## src/rtl/swsr_pkg.sv

```systemverilog
// swsr_pkg: shared types, codes and reset values for the single-wire sensor receiver
// no dependencies; imported by every rtl module and by the checker
`timescale 1ns / 1ps

package swsr_pkg;

  localparam int COUNTER_WIDTH_DEF = 20;
  localparam int TIMEOUT_W         = 20;
  localparam int CFG_ADDR_W        = 5;
  localparam int CFG_DATA_W        = 32;

  // register reset values
  localparam logic [15:0] START_LOW_RST    = 16'd18000;
  localparam logic [7:0]  RELEASE_RST      = 8'd30;
  localparam logic [7:0]  SAMPLE_DELAY_RST = 8'd40;
  localparam logic [19:0] TIMEOUT_RST      = 20'd100000;
  localparam logic [3:0]  FRAME_BYTES_RST  = 4'd5;

  // register indexes (byte address / 4)
  localparam logic [2:0] REG_START_LOW    = 3'd0;
  localparam logic [2:0] REG_RELEASE      = 3'd1;
  localparam logic [2:0] REG_SAMPLE_DELAY = 3'd2;
  localparam logic [2:0] REG_TIMEOUT      = 3'd3;
  localparam logic [2:0] REG_FRAME_BYTES  = 3'd4;

  // input word kinds
  localparam logic KIND_TICK  = 1'b0;
  localparam logic KIND_START = 1'b1;

  typedef enum logic [3:0] {
    PH_IDLE      = 4'd0,
    PH_START_LOW = 4'd1,
    PH_RELEASE   = 4'd2,
    PH_RESP_LOW  = 4'd3,
    PH_RESP_HIGH = 4'd4,
    PH_RESP_END  = 4'd5,
    PH_GAP       = 4'd6,
    PH_DELAY     = 4'd7,
    PH_HIGH      = 4'd8
  } phase_t;

  typedef enum logic [2:0] {
    EV_NONE      = 3'd0,
    EV_RESPONDED = 3'd1,
    EV_BYTE      = 3'd2,
    EV_RESP_TO   = 3'd3,
    EV_BIT_TO    = 3'd4
  } event_t;

  typedef struct packed {
    logic [15:0] start_low_ticks;
    logic [7:0]  release_ticks;
    logic [7:0]  sample_delay_ticks;
    logic [19:0] timeout_ticks;
    logic [3:0]  frame_bytes;
  } cfg_t;

  typedef struct packed {
    logic       drive_low;
    event_t     event_res;
    logic [7:0] data_byte;
    logic       last_byte;
  } res_t;

endpackage

```

## src/rtl/swsr_cfg_regs.sv

```systemverilog
// swsr_cfg_regs: apb-style configuration registers of the receiver
// depends on swsr_pkg (cfg_t, register indexes, reset values)
`timescale 1ns / 1ps

module swsr_cfg_regs (
  input  logic                                 clk,
  input  logic                                 rst_n,
  input  logic                                 cfg_psel,
  input  logic                                 cfg_penable,
  input  logic                                 cfg_pwrite,
  input  logic [swsr_pkg::CFG_ADDR_W-1:0]      cfg_paddr,
  input  logic [swsr_pkg::CFG_DATA_W-1:0]      cfg_pwdata,
  output logic [swsr_pkg::CFG_DATA_W-1:0]      cfg_prdata,
  output logic                                 cfg_pready,
  output swsr_pkg::cfg_t                       cfg
);
  import swsr_pkg::*;

  cfg_t       cfg_r;
  logic       wr_en;
  logic [2:0] reg_idx;

  assign cfg_pready = 1'b1;
  assign wr_en      = cfg_psel & cfg_penable & cfg_pwrite;
  assign reg_idx    = cfg_paddr[4:2];
  assign cfg        = cfg_r;

  always_ff @(posedge clk) begin
    if (!rst_n) begin
      cfg_r.start_low_ticks    <= START_LOW_RST;
      cfg_r.release_ticks      <= RELEASE_RST;
      cfg_r.sample_delay_ticks <= SAMPLE_DELAY_RST;
      cfg_r.timeout_ticks      <= TIMEOUT_RST;
      cfg_r.frame_bytes        <= FRAME_BYTES_RST;
    end else if (wr_en) begin
      unique case (reg_idx)
        REG_START_LOW:    cfg_r.start_low_ticks    <= cfg_pwdata[15:0];
        REG_RELEASE:      cfg_r.release_ticks      <= cfg_pwdata[7:0];
        REG_SAMPLE_DELAY: cfg_r.sample_delay_ticks <= cfg_pwdata[7:0];
        REG_TIMEOUT:      cfg_r.timeout_ticks      <= cfg_pwdata[19:0];
        REG_FRAME_BYTES:  cfg_r.frame_bytes        <= cfg_pwdata[3:0];
        default: begin
        end
      endcase
    end
  end

  always_comb begin
    unique case (reg_idx)
      REG_START_LOW:    cfg_prdata = {16'd0, cfg_r.start_low_ticks};
      REG_RELEASE:      cfg_prdata = {24'd0, cfg_r.release_ticks};
      REG_SAMPLE_DELAY: cfg_prdata = {24'd0, cfg_r.sample_delay_ticks};
      REG_TIMEOUT:      cfg_prdata = {12'd0, cfg_r.timeout_ticks};
      REG_FRAME_BYTES:  cfg_prdata = {28'd0, cfg_r.frame_bytes};
      default:          cfg_prdata = '0;
    endcase
  end

endmodule

```

## src/rtl/swsr_core.sv

```systemverilog
// swsr_core: phase state, tick counter and bit/byte assembly, one word per cycle while acc is set
// depends on swsr_pkg (phase_t, event_t, cfg_t, res_t)
`timescale 1ns / 1ps

module swsr_core #(
  parameter int CounterWidth = swsr_pkg::COUNTER_WIDTH_DEF
) (
  input  logic           clk,
  input  logic           rst_n,
  input  logic           acc,
  input  logic           kind,
  input  logic           line,
  input  swsr_pkg::cfg_t cfg,
  output swsr_pkg::res_t res
);
  import swsr_pkg::*;

  localparam int CmpW = (CounterWidth > TIMEOUT_W) ? CounterWidth : TIMEOUT_W;

  phase_t                  phase_r, phase_nxt;
  logic [CounterWidth-1:0] tick_r, tick_nxt, tick_inc;
  logic [7:0]              shift_r, shift_nxt, shift_smp;
  logic [2:0]              bit_r, bit_nxt, bit_inc;
  logic [3:0]              byte_r, byte_nxt, byte_inc;
  logic [CmpW-1:0]         inc_ext;
  logic                    expired, start_done, rel_done, smp_done, frame_end;

  // saturating tick count
  assign tick_inc   = (&tick_r) ? tick_r : tick_r + CounterWidth'(1);
  assign inc_ext    = CmpW'(tick_inc);
  assign expired    = inc_ext >= CmpW'(cfg.timeout_ticks);
  assign start_done = inc_ext >= CmpW'(cfg.start_low_ticks);
  assign rel_done   = inc_ext >= CmpW'(cfg.release_ticks);
  assign smp_done   = inc_ext >= CmpW'(cfg.sample_delay_ticks);
  assign shift_smp  = {shift_r[6:0], line};
  assign bit_inc    = bit_r + 3'd1;
  assign byte_inc   = byte_r + 4'd1;
  // frame length 0 ends the frame on the first byte
  assign frame_end  = (byte_inc >= cfg.frame_bytes) || (byte_inc == 4'd0);

  // next phase
  always_comb begin
    phase_nxt = phase_r;
    if (kind == KIND_START) begin
      phase_nxt = PH_START_LOW;
    end else begin
      unique case (phase_r)
        PH_IDLE:      phase_nxt = PH_IDLE;
        PH_START_LOW: if (start_done) phase_nxt = PH_RELEASE;
        PH_RELEASE:   if (rel_done) phase_nxt = PH_RESP_LOW;
        PH_RESP_LOW: begin
          if (!line) phase_nxt = PH_RESP_HIGH;
          else if (expired) phase_nxt = PH_IDLE;
        end
        PH_RESP_HIGH: begin
          if (line) phase_nxt = PH_RESP_END;
          else if (expired) phase_nxt = PH_IDLE;
        end
        PH_RESP_END: begin
          if (!line) phase_nxt = PH_GAP;
          else if (expired) phase_nxt = PH_IDLE;
        end
        PH_GAP: begin
          if (line) phase_nxt = PH_DELAY;
          else if (expired) phase_nxt = PH_IDLE;
        end
        PH_DELAY: begin
          if (smp_done) begin
            if (line) phase_nxt = PH_HIGH;
            else if (bit_inc == 3'd0 && frame_end) phase_nxt = PH_IDLE;
            else phase_nxt = PH_GAP;
          end
        end
        PH_HIGH: begin
          if (!line) begin
            if (bit_r == 3'd0 && frame_end) phase_nxt = PH_IDLE;
            else phase_nxt = PH_GAP;
          end else if (expired) begin
            phase_nxt = PH_IDLE;
          end
        end
        default: phase_nxt = PH_IDLE;
      endcase
    end
  end

  // datapath and result
  always_comb begin
    tick_nxt      = tick_r;
    shift_nxt     = shift_r;
    bit_nxt       = bit_r;
    byte_nxt      = byte_r;
    res.event_res = EV_NONE;
    res.data_byte = 8'd0;
    res.last_byte = 1'b0;
    if (kind == KIND_START) begin
      tick_nxt  = '0;
      shift_nxt = 8'd0;
      bit_nxt   = 3'd0;
      byte_nxt  = 4'd0;
    end else begin
      unique case (phase_r)
        PH_IDLE: begin
        end
        PH_START_LOW: tick_nxt = start_done ? '0 : tick_inc;
        PH_RELEASE:   tick_nxt = rel_done ? '0 : tick_inc;
        PH_RESP_LOW: begin
          if (!line) begin
            tick_nxt = '0;
          end else begin
            tick_nxt = tick_inc;
            if (expired) res.event_res = EV_RESP_TO;
          end
        end
        PH_RESP_HIGH: begin
          if (line) begin
            tick_nxt      = '0;
            res.event_res = EV_RESPONDED;
          end else begin
            tick_nxt = tick_inc;
            if (expired) res.event_res = EV_RESP_TO;
          end
        end
        PH_RESP_END: begin
          if (!line) begin
            tick_nxt  = '0;
            shift_nxt = 8'd0;
            bit_nxt   = 3'd0;
            byte_nxt  = 4'd0;
          end else begin
            tick_nxt = tick_inc;
            if (expired) res.event_res = EV_RESP_TO;
          end
        end
        PH_GAP: begin
          if (line) begin
            tick_nxt = '0;
          end else begin
            tick_nxt = tick_inc;
            if (expired) res.event_res = EV_BIT_TO;
          end
        end
        PH_DELAY: begin
          tick_nxt = tick_inc;
          if (smp_done) begin
            tick_nxt  = '0;
            shift_nxt = shift_smp;
            bit_nxt   = bit_inc;
            // a zero bit completes on the sampling tick
            if (!line && bit_inc == 3'd0) begin
              res.event_res = EV_BYTE;
              res.data_byte = shift_smp;
              res.last_byte = frame_end;
              byte_nxt      = byte_inc;
              shift_nxt     = 8'd0;
            end
          end
        end
        PH_HIGH: begin
          if (!line) begin
            tick_nxt = '0;
            if (bit_r == 3'd0) begin
              res.event_res = EV_BYTE;
              res.data_byte = shift_r;
              res.last_byte = frame_end;
              byte_nxt      = byte_inc;
              shift_nxt     = 8'd0;
            end
          end else begin
            tick_nxt = tick_inc;
            if (expired) res.event_res = EV_BIT_TO;
          end
        end
        default: begin
        end
      endcase
    end
    res.drive_low = (phase_nxt == PH_START_LOW);
  end

  always_ff @(posedge clk) begin
    if (!rst_n) begin
      phase_r <= PH_IDLE;
      tick_r  <= '0;
      shift_r <= 8'd0;
      bit_r   <= 3'd0;
      byte_r  <= 4'd0;
    end else if (acc) begin
      phase_r <= phase_nxt;
      tick_r  <= tick_nxt;
      shift_r <= shift_nxt;
      bit_r   <= bit_nxt;
      byte_r  <= byte_nxt;
    end
  end

endmodule

```

## src/rtl/swsr_out_buf.sv

```systemverilog
// swsr_out_buf: result register with a skid stage between core and output channel
// depends on swsr_pkg (res_t)
`timescale 1ns / 1ps

module swsr_out_buf (
  input  logic           clk,
  input  logic           rst_n,
  input  logic           res_valid,
  input  swsr_pkg::res_t res,
  output logic           in_ready,
  output logic           out_valid,
  input  logic           out_ready,
  output swsr_pkg::res_t out_res
);
  import swsr_pkg::*;

  logic out_valid_r, skid_valid_r;
  res_t out_res_r, skid_res_r;
  logic out_free;

  assign in_ready  = ~skid_valid_r;
  assign out_valid = out_valid_r;
  assign out_res   = out_res_r;
  assign out_free  = ~out_valid_r | out_ready;

  always_ff @(posedge clk) begin
    if (!rst_n) begin
      out_valid_r  <= 1'b0;
      skid_valid_r <= 1'b0;
    end else begin
      if (out_free) begin
        out_valid_r  <= skid_valid_r | res_valid;
        skid_valid_r <= 1'b0;
      end else if (res_valid) begin
        skid_valid_r <= 1'b1;
      end
    end
  end

  always_ff @(posedge clk) begin
    if (out_free) begin
      out_res_r <= skid_valid_r ? skid_res_r : res;
    end
    if (res_valid && !out_free) begin
      skid_res_r <= res;
    end
  end

endmodule

```

## src/rtl/single_wire_sensor_frame_receiver.sv

```systemverilog
// channel | dir | tdata                   | tuser        | tlast
// in_     | in  | [0] line_level          | [0] kind     | -
// out_    | out | [0] drive_low [8:1] byte | [2:0] event  | last_byte
// cfg_    | in  | apb registers at byte address 4*index, 32-bit data
//
// one word per clock while in_tready is up: each tick or start word is worked in a single pass
// from the phase/counter registers into the result register
// a skid stage behind the result register keeps in_tready up for one
// extra word while out_tready is low; once that word is held there, in_tready drops
// rst_n is synchronous: phase goes idle, counters clear, registers take
// their reset values; no clearing pass
// an accepted word's result goes into the result register, by way of the skid stage when out_ is stalled
// top level: depends on swsr_pkg, swsr_cfg_regs, swsr_core, swsr_out_buf
`timescale 1ns / 1ps

module single_wire_sensor_frame_receiver #(
  parameter int COUNTER_WIDTH = swsr_pkg::COUNTER_WIDTH_DEF
) (
  input  logic                            clk,
  input  logic                            rst_n,
  input  logic                            in_tvalid,
  output logic                            in_tready,
  input  logic [7:0]                      in_tdata,   // [0] line_level
  input  logic                            in_tuser,   // [0] kind
  output logic                            out_tvalid,
  input  logic                            out_tready,
  output logic [15:0]                     out_tdata,  // [0] drive_low, [8:1] data_byte
  output logic [2:0]                      out_tuser,  // [2:0] event_res
  output logic                            out_tlast,
  input  logic                            cfg_psel,
  input  logic                            cfg_penable,
  input  logic                            cfg_pwrite,
  input  logic [swsr_pkg::CFG_ADDR_W-1:0] cfg_paddr,
  input  logic [swsr_pkg::CFG_DATA_W-1:0] cfg_pwdata,
  output logic [swsr_pkg::CFG_DATA_W-1:0] cfg_prdata,
  output logic                            cfg_pready
);
  import swsr_pkg::*;

  cfg_t cfg;
  res_t core_res, out_res;
  logic acc;

  assign acc = in_tvalid & in_tready;

  swsr_cfg_regs u_regs (
    .clk         (clk),
    .rst_n       (rst_n),
    .cfg_psel    (cfg_psel),
    .cfg_penable (cfg_penable),
    .cfg_pwrite  (cfg_pwrite),
    .cfg_paddr   (cfg_paddr),
    .cfg_pwdata  (cfg_pwdata),
    .cfg_prdata  (cfg_prdata),
    .cfg_pready  (cfg_pready),
    .cfg         (cfg)
  );

  swsr_core #(
    .CounterWidth (COUNTER_WIDTH)
  ) u_core (
    .clk   (clk),
    .rst_n (rst_n),
    .acc   (acc),
    .kind  (in_tuser),
    .line  (in_tdata[0]),
    .cfg   (cfg),
    .res   (core_res)
  );

  swsr_out_buf u_buf (
    .clk       (clk),
    .rst_n     (rst_n),
    .res_valid (acc),
    .res       (core_res),
    .in_ready  (in_tready),
    .out_valid (out_tvalid),
    .out_ready (out_tready),
    .out_res   (out_res)
  );

  assign out_tdata = {7'd0, out_res.data_byte, out_res.drive_low};
  assign out_tuser = out_res.event_res;
  assign out_tlast = out_res.last_byte;

endmodule

```

## config.mk

```make
export PLATFORM = sky130hd
export DESIGN_NAME = single_wire_sensor_frame_receiver
export DESIGN_NICKNAME = d
export VERILOG_FILES = /design/src/rtl/swsr_pkg.sv /design/src/rtl/swsr_cfg_regs.sv /design/src/rtl/swsr_core.sv /design/src/rtl/swsr_out_buf.sv /design/src/rtl/single_wire_sensor_frame_receiver.sv
export SDC_FILE = /design/constraint.sdc
export NUM_CORES = 1
export LEC_CHECK = 0
export ABC_AREA = 1
export BUFFER_PORTS_ARGS = -buffer_cell sky130_fd_sc_hd__buf_2
export CAP_MARGIN = 20
export CORE_ASPECT_RATIO = 1.2
export CORE_MARGIN = 2
export CORE_UTILIZATION = 53
export CTS_BUF_LIST = sky130_fd_sc_hd__clkbuf_8
export DETAILED_ROUTE_END_ITERATION = 10
export HOLD_SLACK_MARGIN = 0.03
export PLACE_DENSITY = 0.74
export RECOVER_POWER = 25
export SYNTH_ARGS = -nofsm -noshare
export SYNTH_HDL_FRONTEND = slang
export SYNTH_SLANG_ARGS = --single-unit
```

## constraint.sdc

```tcl
create_clock -name clk -period 4.4 [get_ports clk]
set_input_delay 0.22 -clock clk [delete_from_list [all_inputs] [get_ports clk]]
set_output_delay 0.22 -clock clk [all_outputs]
set_load 0.01 [all_outputs]
```

==> impl_metrics.json, run 1 <==
{
  "postRouteAntennaNets": 0,
  "grt_use_total_pct": 25.7,
  "synthCells": 1099,
  "drcViolationCount": 0,
  "tritoncts": "yes",
  "worst_pin_slew_ns": 2.36,
  "p_int_mw": 1.84,
  "cp.required_ns": 4.63,
  "ys_ff_latch": 123,
  "min_path_type": "primary input to register",
  "io_buffers": 66,
  "die_area_sq_mm": 0.0161,
  "clockPowerShare_pct": 43.6,
  "nets": 1285,
  "area_growth_pct": 11.9,
  "cap_violations": 1,
  "grt_pass1_vias": 6791,
  "antenna_cells": 0,
  "fin_skew_ns": 0.0150,
  "async_reset_ff_share_pct": 0,
  "p_per_area_mw_per_mm2": 287,
  "peakVddDrop_uv": 238,
  "yosysSeqAreaShare_pct": 34.1,
  "grt_max_degree": 59,
  "grt_antenna_before_repair": 0,
  "critPathLaunchType": "register",
  "yosysTopAreaCell": "dfxtp_1",
  "cts-root-buf": "clkbuf_8",
  "rsz0062_at_grt": "false",
  "hpwl_mm": 14.7,
  "cts-htree-levels": 4,
  "setup_viol": 0,
  "cp-end-kind": "register",
  "core_sq_mm": 0.0148,
  "comb_power_share_pct": 10.2,
  "path_class": "register to register",
  "syn_area_sq_mm": 0.00799,
  "post_cts_buffers": 0,
  "slew_viol_final": 59,
  "grt.overflow.total": 0,
  "synth_top_flop_cell": "dfxtp_1",
  "pwr-share-seq_pct": 46.2,
  "avgSynthCellArea_sq_um": 7.27,
  "ios": 108,
  "synth_most_common_cell": "nand2_1",
  "clk_pin_slew_ns": 0.08,
  "fmax_mhz": 262,
  "fin_crit_sh_pct": 86.7,
  "cts.sinks": 123,
  "grt_pass1_wl_mm": 32.9,
  "synth_area_leaders": "dfxtp_1 24%, nand2_1 12%, edfxtp_1 9.8%",
  "drtPass1Iterations": 5,
  "drt_iter0_drc": 351,
  "gp_congestion": 0.923,
  "worstPathArrival_ns": 4.04,
  "regArea_sq_mm": 0.00272,
  "fp.dieH_microns": 138,
  "synthDistinctLibCells": 53,
  "start_util_pct": 53.8,
  "period_needed_ns": 3.81,
  "p_sw_uw": 730,
  "cp_max_fo": 7,
  "finalSetupTns_ns": 0,
  "routed_via_density": 5.33,
  "worstSkewPairLatency_ns": 0.47,
  "dieWidth_microns": 116,
  "p_total_mw": 2.57,
  "cts_buffers": 17,
  "dp_cells": 1345,
  "clockBufferDepth": 2,
  "finalNonFillerCells": 1388,
  "wirelength_mm": 19.8,
  "vias": 7400,
  "hold_viol": 0,
  "yosysTopAreaCellShare_pct": 24.3,
  "multiInputGateArea_sq_mm": 0.00446,
  "row_count": 49,
  "wl_per_cell_microns": 14.3,
  "violations": "max-capacitance violations, max-slew violations",
  "status": "finished, violations left",
  "power_leakage_nw": 4.19,
  "p_sw_share_pct": 28.4,
  "fill_cells": 1414,
  "synth_edf_count": 26,
  "final_util_pct": 60.2,
  "ys_top_cells_by_count": "247 x nand2_1, 145 x inv_1, 101 x a21oi_1, 97 x dfxtp_1, 78 x nor2_1",
  "synth_warnings": 0,
  "relSlewSlack_pct": -57.1,
  "drive_gt1_share_pct": 13.8
}
-- power groups by stage --
stage / clock (mW) / combinational (mW) / sequential [mW]
floorplan: 0 / 0.188 / 1.21
finish: 1.12 / 0.263 / 1.19
CTS: 1.14 / 0.263 / 1.19
global route: 1.18 / 0.294 / 1.19
detailed placement: 0 / 0.254 / 1.21
global placement: 0 / 0.250 / 1.21
-- critical path: stages, from the launching register on --
cell      delay [ns]
dfxtp_1         0.41
ha_1            0.25
clkinv_1        0.17
nor2_8          0.20
nand2_4         0.09
nor2_4          0.11
nand3_1         0.20
nand2_1         0.14
xnor2_1         0.28
ha_1            0.35
nand2_1         0.07
nand2_1         0.04
nand2_1         0.05
nand2_1         0.05
nand2_1         0.05
nand2_1         0.07
a21oi_2         0.27
nand2_1         0.20
nand3_1         0.13
inv_1           0.05
a31oi_1         0.15
nand3_1         0.11
nand3_1         0.09
nand2_1         0.06
-- registers in the layout (all words and copies together), names as in the netlist --
name and count:
u_core.byte_r 4, u_buf.skid_res_r 13, u_core.bit_r 3, u_buf.skid_valid_r 1, u_regs.cfg 56, u_core.tick_r 20, u_core.phase_r 4, u_buf.out_res 13
u_buf.out_valid 1, u_core.shift_r 8
-- metal layers --
metal | track usage, % | share of wire, %
met5 | 0 | 0
met4 | 11.3 | 3.4
met3 | 4.73 | 5.9
met2 | 43.4 | 48
met1 | 31.7 | 42
-- metrics by stage --
| step | instance area, sq um | hold WS [ns] | setup WS (ns) |
|---|---|---|---|
| floorplan | 8060 | 0.346 | 1.12 |
| global placement | 8410 | 0.441 | 0.469 |
| detailed placement | 8410 | 0.446 | 0.474 |
| CTS | 8960 | 0.0346 | 0.436 |
| global route | 8940 | 0.0585 | 0.0316 |
| finish | 8940 | 0.0446 | 0.586 |
-- placed cells by master (no fill, tap or decap), drive strengths merged, types with 4 or more instances in the layout --
cell and count:
buf 58, xor2 5, nand2 258, o22ai 12, nor2 94, dfxtp 97
a21oi 110, a31oi 7, clkinv 5, o211ai 14, edfxtp 26, o21ai 63
ha 61, clkbuf 34, inv 159, dlygate4sd3 11, conb 20, o2111ai 4
nand3 87, nor3 9, nand4 25
-- cells by family after synthesis --
| group | synth area share (%) |
|---|---|
| flops | 34.1 |
| simple gates | 28.4 |
| xor+xnor | 0.877 |
| compound gates | 16.0 |
| buf+inv | 11.0 |
| other cells | 0.0940 |
| fa+ha+maj | 9.55 |
-- what timing repair did --
item | CTS | global route
hold buffers | 11 | 0
gates resized for setup | 0 | 2
endpoints found under the setup margin | 0 | 12
hold endpoints to repair | 14 | 0
-- layout make-up --
type | instances | area share, %
clock inverter | 15 | 2.27
clock buffer | 17 | 2.62
timing repair buffer | 86 | 5.40
multi-input combinational | 789 | 49.9
inverter | 154 | 6.49
sequential | 123 | 30.5
tap | 204 | 2.86
-- path summary, 6_finish.rpt --
| check | start | endpoint | slack, ns | cells past startpoint |
|---|---|---|---|---|
| worst max-delay path | u_core.tick_r[0] | u_buf.out_res[10] | 0.59 | 23 |
| worst min register to register | u_core.shift_r[7] | u_core.shift_r[7] | 0.47 | 2 |
| worst max register to register | u_core.tick_r[0] | u_buf.out_res[10] | 0.59 | 23 |
| worst min-delay path | cfg_pwdata[11] | u_regs.cfg[51] | 0.04 | 3 |
Note: power is estimated with default switching activity, not from simulation.
==> inputs of run 2 (changes only) <==
==> constraint.sdc (replaced) <==
create_clock -name clk -period 4.4 [get_ports clk]
set_input_delay 0.44 -clock clk [delete_from_list [all_inputs] [get_ports clk]]
set_output_delay 0.44 -clock clk [all_outputs]
set_load 0.01 [all_outputs]
==> run 2 against run 1 <==
The flow now finishes without violations. Clock power is 8% lower. Sequential share of layout area up 0.51 points. Register-to-register slack lost 0.04 ns. Largest power group unchanged. Highest routed layer unchanged.
==> impl_metrics.json, run 2 (synthesis results as in run 1) <==
{
  "dieWidth_microns": 116,
  "clockPowerShare_pct": 41.7,
  "rsz0062_at_grt": "false",
  "path_class": "register to register",
  "cts-htree-levels": 4,
  "largest_reg_flops": 56,
  "period_needed_ns": 3.85,
  "worst_pin_slew_ns": 1.04,
  "final_util_pct": 59.3,
  "final_cell_mix": "247 x nand2_1, 145 x inv_1, 100 x a21oi_1, 97 x dfxtp_1, 78 x nor2_1",
  "worstSkewPairLatency_ns": 0.46,
  "cp-end-kind": "register",
  "drtPass1Iterations": 5,
  "nets": 1276,
  "finalSetupTns_ns": 0,
  "status": "finished, final reports clean",
  "placed_cell_area_sq_mm": 0.00845,
  "clk_pin_slew_ns": 0.08,
  "hold_viol": 0,
  "cts-root-buf": "clkbuf_8",
  "fin_area_sq_mm": 0.00879,
  "postRouteAntennaNets": 0,
  "cp.required_ns": 4.61,
  "io_buffers": 66,
  "grt.overflow.total": 0,
  "grt_pass1_wl_mm": 32.8,
  "regArea_sq_mm": 0.00272,
  "setup_viol": 0,
  "clockBufferDepth": 2,
  "slew_viol_final": 0,
  "hpwl_mm": 14.8,
  "cap_violations": 0,
  "grt_pass1_vias": 6754,
  "routed_via_density": 5.34,
  "drcViolationCount": 0,
  "grt_max_degree": 58,
  "hold-worst-slack_ns": 0.202,
  "antenna_cells": 0,
  "post_cts_buffers": 0,
  "fin_crit_sh_pct": 87.6,
  "post_cts_resized": 0,
  "vias": 7360,
  "hold_buffers": 0,
  "worstPathArrival_ns": 4.06,
  "core_sq_mm": 0.0148,
  "min_path_type": "primary input to register",
  "wl_per_cell_microns": 14.3,
  "drt_iter0_drc": 537,
  "fin_skew_ns": 0.0122,
  "row_count": 49,
  "fmax_mhz": 259,
  "critPathLaunchType": "register",
  "pwr-share-seq_pct": 48.0,
  "final_common_cell": "nand2_1",
  "gp_congestion": 0.942,
  "multiInputGateArea_sq_mm": 0.00445,
  "drive_gt1_share_pct": 13.5,
  "power_leakage_nw": 4.13,
  "peakVddDrop_uv": 229,
  "fp.dieH_microns": 138,
  "cp_max_fo": 7,
  "start_util_pct": 53.8,
  "cts_buffers": 17,
  "grt_antenna_before_repair": 0,
  "p_int_mw": 1.76,
  "wirelength_mm": 19.8,
  "hold_depth": 3,
  "p_sw_uw": 710,
  "relSlewSlack_pct": 30.5,
  "area_growth_pct": 10.0,
  "fill_cells": 1472,
  "ios": 108,
  "cts.sinks": 123,
  "r2r.worst_path.cells": 23,
  "p_sw_share_pct": 28.7,
  "tritoncts": "yes",
  "die_area_sq_mm": 0.0161,
  "grt_use_total_pct": 25.6,
  "p_per_area_mw_per_mm2": 281,
  "comb_power_share_pct": 10.3
}
==> run 2: changes by cell type in the layout (fill, tap and decap cells not counted), moves of 2 or more <==
cell           previous run  this run
clkbuf_1                 16        19
dlygate4sd3_1            11         0
clkinv_2                  0         2
inv_8                     4         2
==> run 2: worst max-delay path, stage by stage, from the launching register on <==
cell	delay, ns
dfxtp_1	0.41
ha_1	0.25
clkinv_1	0.17
nor2_8	0.20
nand2_4	0.09
nor2_4	0.11
nand3_1	0.19
nand2_1	0.13
xnor2_1	0.30
ha_1	0.36
nand2_1	0.07
nand2_1	0.04
nand2_1	0.05
nand2_1	0.04
nand2_1	0.05
nand2_1	0.08
a21oi_2	0.28
nand2_1	0.19
nand3_1	0.13
inv_1	0.04
a31oi_1	0.16
nand3_1	0.11
nand3_1	0.08
nand2_1	0.06
==> run 2: through the flow <==
stage / worst slack, ns / power, mW / instances
2_1_floorplan: 1.12 / 1.40 / 1117
3_3_place_gp: 0.544 / 1.46 / 1346
3_5_place_dp: 0.507 / 1.47 / 1347
4_1_cts: 0.463 / 2.49 / 1379
5_1_grt: 0.154 / 2.57 / 1379
6_report: 0.545 / 2.47 / 1379
==> run 2: routing by layer <==
layer | global-route usage, % | part of all wire (%) | wire length [microns]
met2 | 43.1 | 49 | 9680
met4 | 9.46 | 2.9 | 566
met5 | 0 | 0 | 0
met1 | 32.6 | 43 | 8560
met3 | 4.65 | 4.8 | 953
==> run 2: path summary, 6_finish.rpt <==
| check | start | to | slack (ns) |
|---|---|---|---|
| setup / recovery | u_core.tick_r[0] | u_buf.out_res[10] | 0.55 |
| hold / removal | cfg_pwdata[16] | u_regs.cfg[20] | 0.20 |
| setup reg to reg | u_core.tick_r[0] | u_buf.out_res[10] | 0.55 |
| hold reg to reg | u_core.shift_r[7] | u_core.shift_r[7] | 0.47 |
==> run 2: layout make-up <==
type                       instances  area share [%]
multi-input combinational        789            50.7
sequential                       123            31.0
inverter                         154            6.60
timing repair buffer              77            4.34
tap                              204            2.90
clock buffer                      17            2.66
clock inverter                    15            1.86
==> run 2: power by group through the flow <==
stage	sequential, mW	combinational (mW)	clock [mW]
after global placement	1.21	0.252	0
after global routing	1.19	0.286	1.10
after floorplan	1.21	0.188	0
after detailed placement	1.21	0.258	0
after CTS	1.19	0.259	1.04
final	1.19	0.255	1.03
